`src/hw/rtl/sqe_pkg.sv`:
```
// sqe_pkg: shared types and constants for the stack/queue engine.
// Holds store geometry, command and status codes, and the controller/datapath
// command and status structs. No dependencies.
package sqe_pkg;

    localparam int DEPTH  = 32;
    localparam int DATA_W = 32;
    localparam int IDX_W  = (DEPTH > 1) ? $clog2(DEPTH) : 1;
    localparam int CNT_W  = $clog2(DEPTH + 1);

    // command codes
    localparam logic [2:0] OP_PUSH = 3'd0;
    localparam logic [2:0] OP_DUMP = 3'd1;
    localparam logic [2:0] OP_PEEK = 3'd2;
    localparam logic [2:0] OP_SWAP = 3'd3;
    localparam logic [2:0] OP_NOP  = 3'd4;

    // result status codes
    localparam logic [1:0] ST_OK    = 2'd0;
    localparam logic [1:0] ST_EMPTY = 2'd1;
    localparam logic [1:0] ST_SHORT = 2'd2;
    localparam logic [1:0] ST_FULL  = 2'd3;

    typedef struct packed {
        logic [2:0]               opcode;
        logic signed [DATA_W-1:0] push_value;
    } sqe_cmd_t;

    typedef struct packed {
        logic signed [DATA_W-1:0] data_value;
        logic [1:0]               status;
        logic                     last_item;
    } sqe_rsp_t;

    // store address source: offset from the top, or the push slot
    typedef enum logic [1:0] {
        ASEL_TOP,
        ASEL_SECOND,
        ASEL_ITER,
        ASEL_PUSH
    } sqe_asel_t;

    // store write data source
    typedef enum logic [1:0] {
        WSEL_VALUE,
        WSEL_RDATA,
        WSEL_HOLD
    } sqe_wsel_t;

    typedef struct packed {
        logic       cmd_ld;
        logic       mem_en;
        logic       mem_we;
        sqe_asel_t  asel;
        sqe_wsel_t  wsel;
        logic       push_commit;
        logic       hold_ld;
        logic       iter_inc;
        logic       rsp_ld;
        logic       rsp_from_mem;
        logic [1:0] rsp_status;
        logic       rsp_last;
    } sqe_ctl_t;

    typedef struct packed {
        logic full;
        logic empty;
        logic short_cnt;
        logic iter_end;
    } sqe_stat_t;

endpackage

```
`src/hw/rtl/sqe_dpath.sv`:
```
// sqe_dpath: element store, ring pointers, dump iterator and result register.
// Depends on sqe_pkg; driven by sqe_ctrl through sqe_ctl_t.
module sqe_dpath (
    input  logic               clk,
    input  logic               rst_n,
    input  sqe_pkg::sqe_cmd_t  cmd,
    input  logic               cfg_we,
    input  logic               cfg_wdata,
    input  sqe_pkg::sqe_ctl_t  ctl,
    output sqe_pkg::sqe_stat_t stat,
    output logic               result_valid,
    output sqe_pkg::sqe_rsp_t  result
);
    import sqe_pkg::*;

    localparam logic [CNT_W:0] DEPTH_EXT = (CNT_W + 1)'(DEPTH);
    localparam logic [CNT_W-1:0] DEPTH_CNT = CNT_W'(DEPTH);
    localparam logic [IDX_W-1:0] LAST_IDX = IDX_W'(DEPTH - 1);

    logic [DATA_W-1:0]        mem [DEPTH];
    logic [DATA_W-1:0]        rdata_reg;
    logic [DATA_W-1:0]        hold_reg;
    logic [DATA_W-1:0]        value_reg;
    logic                     queue_mode_reg;
    logic [IDX_W-1:0]         top_reg, top_next;
    logic [CNT_W-1:0]         count_reg, count_next;
    logic [CNT_W-1:0]         iter_reg, iter_next;
    logic                     valid_reg;
    sqe_rsp_t                 rsp_reg;

    logic [CNT_W-1:0]         offset;
    logic [CNT_W:0]           sum;
    logic [IDX_W-1:0]         slot;
    logic [IDX_W-1:0]         below;
    logic [IDX_W-1:0]         addr;
    logic [DATA_W-1:0]        wdata;

    // ring slot: top plus offset, wrapped once
    always_comb
    begin
        case (ctl.asel)
            ASEL_TOP:    offset = '0;
            ASEL_SECOND: offset = CNT_W'(1);
            ASEL_ITER:   offset = iter_reg;
            ASEL_PUSH:   offset = count_reg;
            default:     offset = '0;
        endcase
        sum   = {{(CNT_W + 1 - IDX_W){1'b0}}, top_reg} + {1'b0, offset};
        slot  = (sum >= DEPTH_EXT) ? IDX_W'(sum - DEPTH_EXT) : IDX_W'(sum);
        below = (top_reg == '0) ? LAST_IDX : top_reg - IDX_W'(1);
        addr  = (ctl.asel == ASEL_PUSH && !queue_mode_reg) ? below : slot;
    end

    always_comb
    begin
        case (ctl.wsel)
            WSEL_VALUE: wdata = value_reg;
            WSEL_RDATA: wdata = rdata_reg;
            WSEL_HOLD:  wdata = hold_reg;
            default:    wdata = value_reg;
        endcase
    end

    always_comb
    begin
        top_next   = top_reg;
        count_next = count_reg;
        iter_next  = iter_reg;
        if (ctl.push_commit)
        begin
            count_next = count_reg + CNT_W'(1);
            if (!queue_mode_reg)
                top_next = below;
        end
        if (ctl.cmd_ld)
            iter_next = '0;
        else if (ctl.iter_inc)
            iter_next = iter_reg + CNT_W'(1);
    end

    // single-port store, read data registered
    always_ff @(posedge clk)
    begin
        if (ctl.mem_en)
        begin
            if (ctl.mem_we)
                mem[addr] <= wdata;
            rdata_reg <= mem[addr];
        end
    end

    always_ff @(posedge clk)
    begin
        if (ctl.cmd_ld)
            value_reg <= cmd.push_value;
        if (ctl.hold_ld)
            hold_reg <= rdata_reg;
        if (ctl.rsp_ld)
        begin
            rsp_reg.data_value <= ctl.rsp_from_mem ? rdata_reg : '0;
            rsp_reg.status     <= ctl.rsp_status;
            rsp_reg.last_item  <= ctl.rsp_last;
        end
    end

    always_ff @(posedge clk or negedge rst_n)
    begin
        if (!rst_n)
        begin
            top_reg        <= '0;
            count_reg      <= '0;
            iter_reg       <= '0;
            queue_mode_reg <= 1'b0;
            valid_reg      <= 1'b0;
        end
        else
        begin
            top_reg   <= top_next;
            count_reg <= count_next;
            iter_reg  <= iter_next;
            valid_reg <= ctl.rsp_ld;
            if (cfg_we)
                queue_mode_reg <= cfg_wdata;
        end
    end

    assign stat.full      = (count_reg == DEPTH_CNT);
    assign stat.empty     = (count_reg == '0);
    assign stat.short_cnt = (count_reg < CNT_W'(2));
    assign stat.iter_end  = (iter_reg == count_reg);

    assign result_valid = valid_reg;
    assign result       = rsp_reg;

endmodule

```
`src/hw/rtl/sqe_ctrl.sv`:
```
// sqe_ctrl: command sequencer for the stack/queue engine.
// Depends on sqe_pkg; issues sqe_ctl_t to sqe_dpath and reads sqe_stat_t back.
module sqe_ctrl (
    input  logic               clk,
    input  logic               rst_n,
    input  logic               start,
    input  logic [2:0]         opcode,
    input  sqe_pkg::sqe_stat_t stat,
    output sqe_pkg::sqe_ctl_t  ctl,
    output logic               busy
);
    import sqe_pkg::*;

    typedef enum logic [2:0] {
        S_IDLE,
        S_DISPATCH,
        S_DUMP,
        S_PEEK,
        S_SWAP_RD_B,
        S_SWAP_WR_A,
        S_SWAP_WR_B
    } state_t;

    state_t     state_reg, state_next;
    logic [2:0] op_reg, op_next;

    always_comb
    begin
        state_next = state_reg;
        op_next    = op_reg;
        ctl        = '0;
        ctl.asel   = ASEL_TOP;
        ctl.wsel   = WSEL_VALUE;
        case (state_reg)
            S_IDLE:
            begin
                if (start)
                begin
                    ctl.cmd_ld = 1'b1;
                    op_next    = opcode;
                    state_next = S_DISPATCH;
                end
            end
            S_DISPATCH:
            begin
                state_next = S_IDLE;
                case (op_reg)
                    OP_PUSH:
                    begin
                        if (stat.full)
                        begin
                            ctl.rsp_ld     = 1'b1;
                            ctl.rsp_status = ST_FULL;
                            ctl.rsp_last   = 1'b1;
                        end
                        else
                        begin
                            ctl.mem_en      = 1'b1;
                            ctl.mem_we      = 1'b1;
                            ctl.asel        = ASEL_PUSH;
                            ctl.push_commit = 1'b1;
                        end
                    end
                    OP_DUMP:
                    begin
                        if (!stat.empty)
                        begin
                            ctl.mem_en   = 1'b1;
                            ctl.asel     = ASEL_ITER;
                            ctl.iter_inc = 1'b1;
                            state_next   = S_DUMP;
                        end
                    end
                    OP_PEEK:
                    begin
                        if (stat.empty)
                        begin
                            ctl.rsp_ld     = 1'b1;
                            ctl.rsp_status = ST_EMPTY;
                            ctl.rsp_last   = 1'b1;
                        end
                        else
                        begin
                            ctl.mem_en = 1'b1;
                            state_next = S_PEEK;
                        end
                    end
                    OP_SWAP:
                    begin
                        if (stat.short_cnt)
                        begin
                            ctl.rsp_ld     = 1'b1;
                            ctl.rsp_status = ST_SHORT;
                            ctl.rsp_last   = 1'b1;
                        end
                        else
                        begin
                            ctl.mem_en = 1'b1;
                            state_next = S_SWAP_RD_B;
                        end
                    end
                    default:
                    begin
                        state_next = S_IDLE;
                    end
                endcase
            end
            S_DUMP:
            begin
                // emit the element fetched last cycle, fetch the next one
                ctl.rsp_ld       = 1'b1;
                ctl.rsp_from_mem = 1'b1;
                ctl.rsp_status   = ST_OK;
                ctl.rsp_last     = stat.iter_end;
                if (stat.iter_end)
                    state_next = S_IDLE;
                else
                begin
                    ctl.mem_en   = 1'b1;
                    ctl.asel     = ASEL_ITER;
                    ctl.iter_inc = 1'b1;
                end
            end
            S_PEEK:
            begin
                ctl.rsp_ld       = 1'b1;
                ctl.rsp_from_mem = 1'b1;
                ctl.rsp_status   = ST_OK;
                ctl.rsp_last     = 1'b1;
                state_next       = S_IDLE;
            end
            S_SWAP_RD_B:
            begin
                ctl.hold_ld = 1'b1;
                ctl.mem_en  = 1'b1;
                ctl.asel    = ASEL_SECOND;
                state_next  = S_SWAP_WR_A;
            end
            S_SWAP_WR_A:
            begin
                ctl.mem_en = 1'b1;
                ctl.mem_we = 1'b1;
                ctl.asel   = ASEL_TOP;
                ctl.wsel   = WSEL_RDATA;
                state_next = S_SWAP_WR_B;
            end
            S_SWAP_WR_B:
            begin
                ctl.mem_en = 1'b1;
                ctl.mem_we = 1'b1;
                ctl.asel   = ASEL_SECOND;
                ctl.wsel   = WSEL_HOLD;
                state_next = S_IDLE;
            end
            default:
            begin
                state_next = S_IDLE;
            end
        endcase
    end

    always_ff @(posedge clk or negedge rst_n)
    begin
        if (!rst_n)
        begin
            state_reg <= S_IDLE;
            op_reg    <= OP_NOP;
        end
        else
        begin
            state_reg <= state_next;
            op_reg    <= op_next;
        end
    end

    assign busy = (state_reg != S_IDLE);

endmodule

```
`src/hw/rtl/stack_queue_engine_top.sv`:
```
// stack_queue_engine_top: bounded stack/queue of signed 32-bit values.
// Depends on sqe_pkg, sqe_ctrl and sqe_dpath.
//
//   Channel   Signals                    Handshake
//   --------  -------------------------  ------------------------------------
//   request   start, busy, cmd           taken on an edge with start & !busy
//   result    result_valid, result       one-cycle strobe, no back-pressure
//   config    cfg_we, cfg_wdata          queue_mode written when cfg_we high
//
// Occupancy: after acceptance a request holds the block (busy high) through S_DISPATCH
//   alone for push, nop, an error or a dump of an empty store; S_DISPATCH then S_PEEK
//   for peek; S_DISPATCH, S_SWAP_RD_B, S_SWAP_WR_A and S_SWAP_WR_B for swap; S_DISPATCH
//   then one S_DUMP state per element for a dump. The single-port element store sets
//   these sequences: a swap needs two reads and two writes, and a dump reads one element a cycle.
// A result appears in the cycle after the state that produces it; dump results
//   come on consecutive cycles, the last marked by last_item.
// Reset: rst_n clears pointers, count, queue_mode and the sequencer; the
//   store itself is not cleared and no clearing pass is needed.
// The receiver cannot stall; results are never held back.
module stack_queue_engine_top (
    input  logic              clk,
    input  logic              rst_n,
    input  logic              start,
    output logic              busy,
    input  sqe_pkg::sqe_cmd_t cmd,
    input  logic              cfg_we,
    input  logic              cfg_wdata,
    output logic              result_valid,
    output sqe_pkg::sqe_rsp_t result
);
    import sqe_pkg::*;

    sqe_ctl_t  ctl;
    sqe_stat_t stat;

    // sequencer: decodes the request and steps through store accesses
    sqe_ctrl u_ctrl (
        .clk    (clk),
        .rst_n  (rst_n),
        .start  (start),
        .opcode (cmd.opcode),
        .stat   (stat),
        .ctl    (ctl),
        .busy   (busy)
    );

    // datapath: store, ring pointers, dump iterator, result register
    sqe_dpath u_dpath (
        .clk          (clk),
        .rst_n        (rst_n),
        .cmd          (cmd),
        .cfg_we       (cfg_we),
        .cfg_wdata    (cfg_wdata),
        .ctl          (ctl),
        .stat         (stat),
        .result_valid (result_valid),
        .result       (result)
    );

    // an error result carries zero data and closes its request
    a_error_shape: assert property (@(posedge clk) disable iff (!rst_n)
        (result_valid && result.status != ST_OK)
            |-> (result.data_value == '0 && result.last_item))
        else $error("error result with data or without last_item");

    // an accepted request always makes the block busy from the next cycle
    a_accept_busy: assert property (@(posedge clk) disable iff (!rst_n)
        (start && !busy) |=> busy)
        else $error("request accepted but block not busy");

    // a dump burst is unbroken until its last element
    a_burst_cont: assert property (@(posedge clk) disable iff (!rst_n)
        (result_valid && !result.last_item) |=> result_valid)
        else $error("dump burst broken before last element");

    // after the closing result there is a gap before any further result
    a_burst_gap: assert property (@(posedge clk) disable iff (!rst_n)
        (result_valid && result.last_item) |=> !result_valid)
        else $error("result right after a closing result");

    // the controller never issues a result together with a store write
    a_no_rsp_on_write: assert property (@(posedge clk) disable iff (!rst_n)
        ctl.mem_we |-> !ctl.rsp_ld)
        else $error("result load during store write");

endmodule

```
`config.mk`:
```
export PLATFORM = sky130hd
export DESIGN_NAME = stack_queue_engine_top
export DESIGN_NICKNAME = d
export VERILOG_FILES = /design/src/hw/rtl/sqe_pkg.sv /design/src/hw/rtl/sqe_dpath.sv /design/src/hw/rtl/sqe_ctrl.sv /design/src/hw/rtl/stack_queue_engine_top.sv
export SDC_FILE = /design/constraint.sdc
export NUM_CORES = 1
export LEC_CHECK = 0
export CORE_MARGIN = 2
export CORE_UTILIZATION = 54
export DETAILED_ROUTE_END_ITERATION = 8
export DONT_BUFFER_PORTS = 1
export GPL_ROUTABILITY_DRIVEN = 0
export PLACE_DENSITY = 0.71
export SLEW_MARGIN = 30
export SYNTH_ARGS = -nofsm -noshare
export SYNTH_HDL_FRONTEND = slang
export SYNTH_SLANG_ARGS = --single-unit
```
`constraint.sdc`:
```
create_clock -name clk -period 6.79 [get_ports clk]
set_clock_uncertainty 0.2 [all_clocks]
set_input_delay 0.679 -clock clk [delete_from_list [all_inputs] [get_ports clk]]
set_output_delay 0.679 -clock clk [all_outputs]
set_load 0.02 [all_outputs]
```
==> results of run 1 <==
per-stage QoR:
stage               cells  hold WS (ps)
floorplan            2588         183.4
global placement     3698         184.1
detailed placement   3698         184.0
CTS                  3937         246.6
global route         3946         282.7
finish               3946         278.8
how the worst max path moves through the flow:
stage                                       to  slack, ps  depth (start not counted)
2_1_floorplan     u_dpath.mem[10][0]$_DFFE_PP_         10                         17
3_3_place_gp    u_dpath.rdata_reg[1]$_DFFE_PP_        490                         15
3_5_place_dp   u_dpath.rdata_reg[25]$_DFFE_PP_        420                         15
4_1_cts        u_dpath.rdata_reg[25]$_DFFE_PP_        390                         15
5_1_grt         u_dpath.rdata_reg[7]$_DFFE_PP_         50                         15
6_report        u_dpath.rdata_reg[5]$_DFFE_PP_        430                         15
kinds of logic after synthesis:
family                     count (synthesis)  share of synthesized area (%)
AOI/OAI and AO/OA                        451                          6.274
buffers and inverters                    162                          1.990
DFF                                     1180                          76.71
and+or+nand+nor                          415                          4.523
muxes                                    345                          9.721
adders and majority gates                 12                         0.3425
xor gates and xnor gates                  23                         0.4376
cells in the mapped netlist (8+ instances only):
| cell type | count |
|---|---|
| nor3_1 | 42 |
| buf_6 | 20 |
| nand2b_1 | 10 |
| o32a_1 | 20 |
| a22o_1 | 13 |
| nand2_1 | 145 |
| a31oi_1 | 8 |
| clkbuf_1 | 53 |
| inv_1 | 10 |
| o22ai_1 | 120 |
| nand3_1 | 31 |
| nor4_1 | 12 |
| buf_4 | 27 |
| xnor2_1 | 12 |
| nor2_1 | 58 |
| or4_1 | 20 |
| buf_2 | 45 |
| and2_1 | 34 |
| dfrtp_1 | 24 |
| mux4_2 | 80 |
| o21ai_0 | 24 |
| a22oi_1 | 62 |
| edfxtp_1 | 1155 |
| mux2i_1 | 258 |
| xor2_1 | 11 |
| ha_1 | 11 |
| nor2b_1 | 26 |
| a21oi_1 | 157 |
metal layers:
layer,vias to the layer above,share of wire [%]
met5,-,0
met4,0,2.5
met3,193,11
met2,1445,47
met1,12830,40
li1,10600,-
worst reg2reg max path: stages (launching register included):
cell	delay [ps]
dfrtp_1	550
nor4b_4	540
nand2b_1	170
nor2_1	400
nand2_1	280
o21ai_0	360
ha_1	310
a21o_1	150
a21oi_1	260
xor2_1	650
o22a_1	540
or2_1	180
buf_4	480
o22ai_1	200
or4_1	640
o32a_1	210
power by group through the flow:
stage	Clock [mW]	Combinational (mW)	Sequential, mW
2_1_floorplan	0	7.87	9.55
3_3_place_gp	0	11.1	9.76
3_5_place_dp	0	11.3	9.76
4_1_cts	6.16	11.4	9.61
5_1_grt	6.47	12.3	9.65
6_report	6.12	11.6	9.63
final cells by class:
cell class	count	area share, %
Clock inverter	66	1.361
Sequential cell	1180	67.60
Clock buffer	133	5.492
Multi-Input combinational cell	1246	19.67
Tap cell	1144	2.740
Inverter	10	0.07186
Timing Repair Buffer	167	3.066
timing repair:
action,4_1_cts,5_1_grt
hold endpoints to repair,62,0
endpoints found under the setup margin,0,2
hold buffers,40,0
resized for setup,0,1
==> results by group, run 1 <==
Outcome
  • Outcome: finished clean

Global routing
  • Met1 usage in global routing: a little over a third
  • Total overflow reported by the global router: 0
  • First-pass GRT wire length: between 150 and 200 mm
  • Global routing's busiest layer: met2
  • Initial antenna violation count: 1
  • Pin count of the biggest net entering global routing: 75
  • GRT met2 Usage: ~40%
  • Met3 GRT Util: 4.714%
  • Vias in the first global route: around 25000
  • Gr usage total: around 25%

Setup path
  • Worst path bufs/invs: 1
  • Critical path required time: between 7000 and 8000 ps
  • Cells traversed along the worst timing path: nor4b_4 > nand2b_1 > nor2_1 > nand2_1 > o21ai_0 > ha_1 > a21o_1 > a21oi_1 > xor2_1 > o22a_1 > or2_1 > buf_4 > o22ai_1 > or4_1 > o32a_1
  • Destination of the worst register-to-register timing path: u_dpath.rdata_reg[5]$_DFFE_PP_
  • Launching instance or port of the critical path: u_ctrl.state_reg[2]$_DFFE_PN0P_
  • Stage delay of the slowest cell on the critical path: between 600 and 700 ps
  • Critical Path AT: between 6000 and 7000 ps
  • Critical path launch point type: register
  • Worst reg2reg path startpoint: u_ctrl.state_reg[2]$_DFFE_PN0P_
  • Largest driver fanout on the critical path: 36
  • Endpoint class of the critical path: register
  • Worst Path Class, Setup: register to register
  • Dominant delay contributor by cell family on the critical path: simple AND/OR/NAND/NOR gates
  • Worst-case register-to-register setup slack: around 430 ps
  • Slowest stage cell, crit path: xor2_1
  • Worst reg2reg path depth: 15

Pwr
  • Reg power frac: approximately a third
  • Leak: approximately 17 nW
  • Logic pwr share: around 43%
  • Worst supply voltage drop on vdd: around 0.60 mV
  • Switching component of the power: about 10 mW
  • Switching fraction of total power: a little under two fifths
  • Ratio of total power to cell area: 524.1 nW/µm²
  • Clock share of power: between 20 and 25%
  • Total Power Consumption: around 27 mW
  • Int Pwr: roughly 17 mW

Worst hold path
  • Hold Crit Class: input port to asynchronous set/reset pin

STA
  • Accumulated negative setup slack: 0 ps
  • Final cycle utilization of the critical path: between 90 and 100%
  • Slew at the pin closest to its max-slew limit: around 1100 ps
  • Worst Slack Setup Final: between 400 and 500 ps
  • Number of hold violations in the final report: 0
  • Max-slew headroom: 26.53%
  • Max-slew violation count: 0
  • Shortest period the worst path allows: approximately 6400 ps
  • Fmax: 157.3 MHz
  • Unrepaired setup endpoints after global routing: false
  • Number of setup violations in the final report: 0

Drt
  • Average wire length per cell after detail routing: approximately 28 µm
  • Remaining number of nets flagged by the antenna check after routing: 0
  • Routed vias/inst: approximately 6.4
  • Via count of the routed design: about 25000
  • DRT iter0 DRCs: between 3000 and 4000
  • DRC errors left: 0
  • Number of iterations in the first detailed-routing pass: 5
  • Drt total wl: 111.4 mm

Finish
  • Layout filler cell count: between 5000 and 6000
  • Biggest register: u_dpath.mem
  • Most used cells in the layout excluding fill and tap cells: edfxtp_1, mux2i_1, nand2_1
  • Finished layout cell area: ~52000 µm²
  • Number of flip-flops in the largest register: about 1000
  • FF+latch area: ~35000 µm²
  • Final net count: 2766
  • Area of combinational cells with multiple inputs: around 10000 µm²
  • Utilization after layout: around three fifths
  • Number of antenna cells inserted: 0
  • Fraction of final layout cells with drive strength greater than 1: between 10% and 20%
  • Commonest non-fill, non-tap cell in the layout: edfxtp_1
  • Growth of design area from synthesis to finish: 13.49%

Place
  • Post-Place Worst Slack: 425.0 ps
  • Count of buffers inserted at the top-level ports: 0
  • Cell area reported after detailed placement: between 40000 and 50000 µm²
  • Detailed placer's ending HPWL: 65.33 mm

Yosys
  • Ys Warns: 0
  • Most area-consuming cells after synthesis: edfxtp_1, mux2i_1, mux4_2
  • Syn_nets: between 2000 and 3000
  • Count of state elements after synthesis: around 1200
  • Prevailing post-synth register cell: edfxtp_1
  • Sequential area share after synthesis: about 77%
  • Gate count of the mapped netlist: about 2600
  • Unique cell type count in the Yosys netlist: between 70 and 80
  • Number of enable flip-flop cells after synthesis: between 1000 and 1500
  • Async set-reset flop share out of synthesis: about 2.1%
  • Synthesized area per cell: 17.79 µm²
  • Post-Syn Area: 46030 µm²
  • Share of Yosys cell area claimed by the top area cell type: 75.35%
  • Cell type with the largest total area after synthesis: edfxtp_1

Die
  • Height of the die: 296.0 µm
  • Die footprint: 87590 µm²
  • Floorplan row count: approximately 110
  • Core area: approximately 85000 µm²
  • Initial Util: between 50 and 60%
  • I/O pins: slightly below 80
  • Die width: ~300 µm

CTS
  • Clk_lat worst skew: 670 ps
  • Maximum root-to-sink buffer count: 3
  • CTS tree: yes
  • Sink Count: 1180
  • Clock-pin slew of the registers on the worst-case setup and hold paths: around 60 ps
  • Number of H-tree levels: 3
  • Post-CTS setup-driven buffer insertion count: 0
  • Root Buffer: clkbuf_16
  • Number of buffers added by the clock tree synthesis step: between 100 and 150

Flow run
  • Number of max-capacitance violations reported: 0
Note: power is estimated with default switching activity, not from simulation.
==> run 2, diff against run 1 <==
--- a/config.mk
+++ b/config.mk
@@ -11,7 +11,9 @@
 export DONT_BUFFER_PORTS = 1
 export GPL_ROUTABILITY_DRIVEN = 0
 export PLACE_DENSITY = 0.71
+export RECOVER_POWER = 50
 export SLEW_MARGIN = 30
 export SYNTH_ARGS = -nofsm -noshare
 export SYNTH_HDL_FRONTEND = slang
 export SYNTH_SLANG_ARGS = --single-unit
+export TNS_END_PERCENT = 20
==> results by group, run 2 (synthesized netlist as in run 1, its figures left out) <==
Finish
  • Number of antenna cells inserted: 0 (unchanged)
  • Area of combinational cells with multiple inputs: 10120 µm² (-1.5%)
  • FF+latch area: 35310 µm² (unchanged)
  • Final net count: 2766 (unchanged)
  • Growth of design area from synthesis to finish: 12.58%
  • Count of placed standard cells in the final layout, fillers left out: 3946 (unchanged)
  • Biggest register: u_dpath.mem
  • Most used cells in the layout excluding fill and tap cells: edfxtp_1, mux2i_1, nand2_1
  • Fraction of final layout cells with drive strength greater than 1: 15.35% (-1.7 points)
  • Number of flip-flops in the largest register: 1024 (unchanged)
  • Layout filler cell count: 5904 (+1.3%)
  • Commonest non-fill, non-tap cell in the layout: edfxtp_1

Drt
  • Via count of the routed design: 25110 (+0.20%)
  • Drt total wl: 111.2 mm (-0.17%)
  • DRC errors left: 0 (unchanged)
  • Number of iterations in the first detailed-routing pass: 5 (unchanged)
  • DRT iter0 DRCs: 3361 (+1.4%)
  • Average wire length per cell after detail routing: 28.18 µm (-0.17%)
  • Routed vias/inst: 6.364 (+0.20%)
  • Remaining number of nets flagged by the antenna check after routing: 0 (unchanged)

Pwr
  • Clock share of power: 22.5% (about the same)
  • Leak: 17.18 nW (-1.2%)
  • Logic pwr share: 42.0% (-0.5 points)
  • Worst supply voltage drop on vdd: 0.5924 mV (-0.47%)
  • Switching fraction of total power: 38.00% (+0.045 points)
  • Reg power frac: 35.5% (+0.3 points)
  • Ratio of total power to cell area: 526.3 nW/µm² (+0.41%)
  • Switching component of the power: 10.36 mW (-0.27%)
  • Int Pwr: 16.91 mW (-0.46%)
  • Total Power Consumption: 27.27 mW (-0.39%)

STA
  • Shortest period the worst path allows: 6276 ps (-82.61 ps)
  • Accumulated negative setup slack: 0 ps (unchanged)
  • WHS: 327.2 ps (+48.36 ps)
  • Fmax: 159.3 MHz (+1.3%)
  • Final cycle utilization of the critical path: 92.42% (-1.2 points)
  • Number of hold violations in the final report: 0 (unchanged)
  • Slew at the pin closest to its max-slew limit: 2688 ps (+1586 ps)
  • Number of setup violations in the final report: 0 (unchanged)
  • Max-slew headroom: -79.20% (-110 points)
  • Max-slew violation count: 567 (+567)
  • Unrepaired setup endpoints after global routing: false
  • Worst Slack Setup Final: 514.4 ps (+82.61 ps)

Die
  • Core area: 84880 µm² (unchanged)
  • Die width: 296.0 µm (unchanged)
  • I/O pins: 77 (unchanged)
  • Height of the die: 296.0 µm (unchanged)
  • Die footprint: 87590 µm² (unchanged)
  • Initial Util: 54.23% (unchanged)
  • Floorplan row count: 107 (unchanged)

Place
  • Number of cells in the design after placement: 3698 (unchanged)
  • Detailed placer's ending HPWL: 65.33 mm (unchanged)
  • Count of buffers inserted at the top-level ports: 0 (unchanged)
  • Post-Place Worst Slack: 425.0 ps (unchanged)

Setup path
  • Dominant delay contributor by cell family on the critical path: simple AND/OR/NAND/NOR gates
  • Critical path launch point type: register
  • Critical path required time: 7010 ps (about the same)
  • Stage delay of the slowest cell on the critical path: 640 ps (about the same)
  • Endpoint class of the critical path: register
  • Largest driver fanout on the critical path: 36 (unchanged)
  • Worst path bufs/invs: 1 (unchanged)
  • Cells traversed along the worst timing path: nor4b_4 > nand2b_1 > nor2_1 > nand2_1 > o21ai_0 > ha_1 > a21o_1 > a21oi_1 > xor2_1 > o22a_1 > or2_1 > buf_4 > o22ai_1 > or4_1 > o32a_1
  • Worst Path Class, Setup: register to register
  • Slowest stage cell, crit path: xor2_1
  • Critical Path AT: 6500 ps (-90 ps)

CTS
  • Number of H-tree levels: 3 (unchanged)
  • Sink Count: 1180 (unchanged)
  • Maximum root-to-sink buffer count: 3 (unchanged)
  • Root Buffer: clkbuf_16
  • Post-CTS setup-driven buffer insertion count: 0 (unchanged)
  • Clock-pin slew of the registers on the worst-case setup and hold paths: 60 ps (about the same)
  • Number of buffers added by the clock tree synthesis step: 109 (unchanged)
  • CTS tree: yes
  • Clk_lat worst skew: 670 ps (about the same)

Global routing
  • First-pass GRT wire length: 162.3 mm (unchanged)
  • Initial antenna violation count: 1 (unchanged)
  • Pin count of the biggest net entering global routing: 75 (unchanged)
  • Gr usage total: 25.32% (unchanged)
  • Total overflow reported by the global router: 0 (unchanged)
  • Vias in the first global route: 24720 (unchanged)

Outcome
  • Violations in the final reports: capacitance limit, slew limit
  • Outcome: finished with violations

Flow run
  • Number of max-capacitance violations reported: 19 (+19)

Worst hold path
  • Hold Crit Class: register to register
==> run 2: changes by cell type in the layout (fill, tap and decap cells not counted), sizes merged <==
cell and delta:
buf -29, clkbuf +29
==> run 2: timing repair <==
item / in CTS / in global routing
gates resized for setup: 0 / 1
setup endpoints to repair: 0 / 2
hold buffers: 40 / 0
endpoints found under the hold margin: 62 / 0
==> run 2: area by class of cell <==
type                    count  area share, %
flip-flops and latches   1180          68.14
multi-input cells        1246          19.52
clock buffers             133          5.537
well taps                1144          2.762
repair buffers            167          2.591
clock inverters            66          1.371
inverters                  10        0.07244
==> run 2: metal layers <==
metal / GRT usage (%) / up-vias / wire length (µm)
met1: 36.45 / 12890 / 44250
met4: 7.699 / 0 / 2872
met2: 39.78 / 1415 / 52400
met5: 0 / - / 0
li1: - / 10600 / -
met3: 4.714 / 202 / 11690
==> run 2: path summary, 6_finish.rpt <==
| path | cells after the start | end | slack (ps) | start |
|---|---|---|---|---|
| setup / recovery | 15 | u_dpath.rdata_reg[9]$_DFFE_PP_ | 510 | u_ctrl.state_reg[2]$_DFFE_PN0P_ |
| max in group asynchronous | 2 | u_dpath.iter_reg[5]$_DFFE_PN0P_ | 4800 | rst_n |
| hold / removal | 0 | u_dpath.hold_reg[1]$_DFFE_PP_ | 330 | u_dpath.rdata_reg[1]$_DFFE_PP_ |
| setup reg to reg | 15 | u_dpath.rdata_reg[9]$_DFFE_PP_ | 510 | u_ctrl.state_reg[2]$_DFFE_PN0P_ |
| hold reg to reg | 0 | u_dpath.hold_reg[1]$_DFFE_PP_ | 330 | u_dpath.rdata_reg[1]$_DFFE_PP_ |
| min in group asynchronous | 2 | u_dpath.top_reg[3]$_DFFE_PN0P_ | 730 | rst_n |
==> run 2: stage by stage <==
step,cell area [µm²],utilization (%)
after floorplan,46030,-
after global placement,48020,56.58
after detailed placement,48040,56.59
after CTS,52030,61.29
after global routing,51820,61.05
final,51820,61.05
==> run 2: worst reg2reg max path, cell delays in order, from the launching register on <==
cell and delay, ps:
dfrtp_1 540, nor4b_4 470, nand2b_1 160, nor2_1 390, nand2_1 280, o21ai_0 360, ha_1 310, a21o_1 150
a21oi_1 250, xor2_1 640, o22a_1 550, or2_1 180, buf_4 480, o22ai_1 200, or4_1 640, o32a_1 220
==> run 2: power by group through the flow <==
stage	clock network, mW	registers, mW	logic, mW
2_1_floorplan	0	9.55	7.87
3_3_place_gp	0	9.76	11.1
3_5_place_dp	0	9.76	11.3
4_1_cts	6.16	9.61	11.4
5_1_grt	6.47	9.71	12.1
6_report	6.13	9.69	11.5
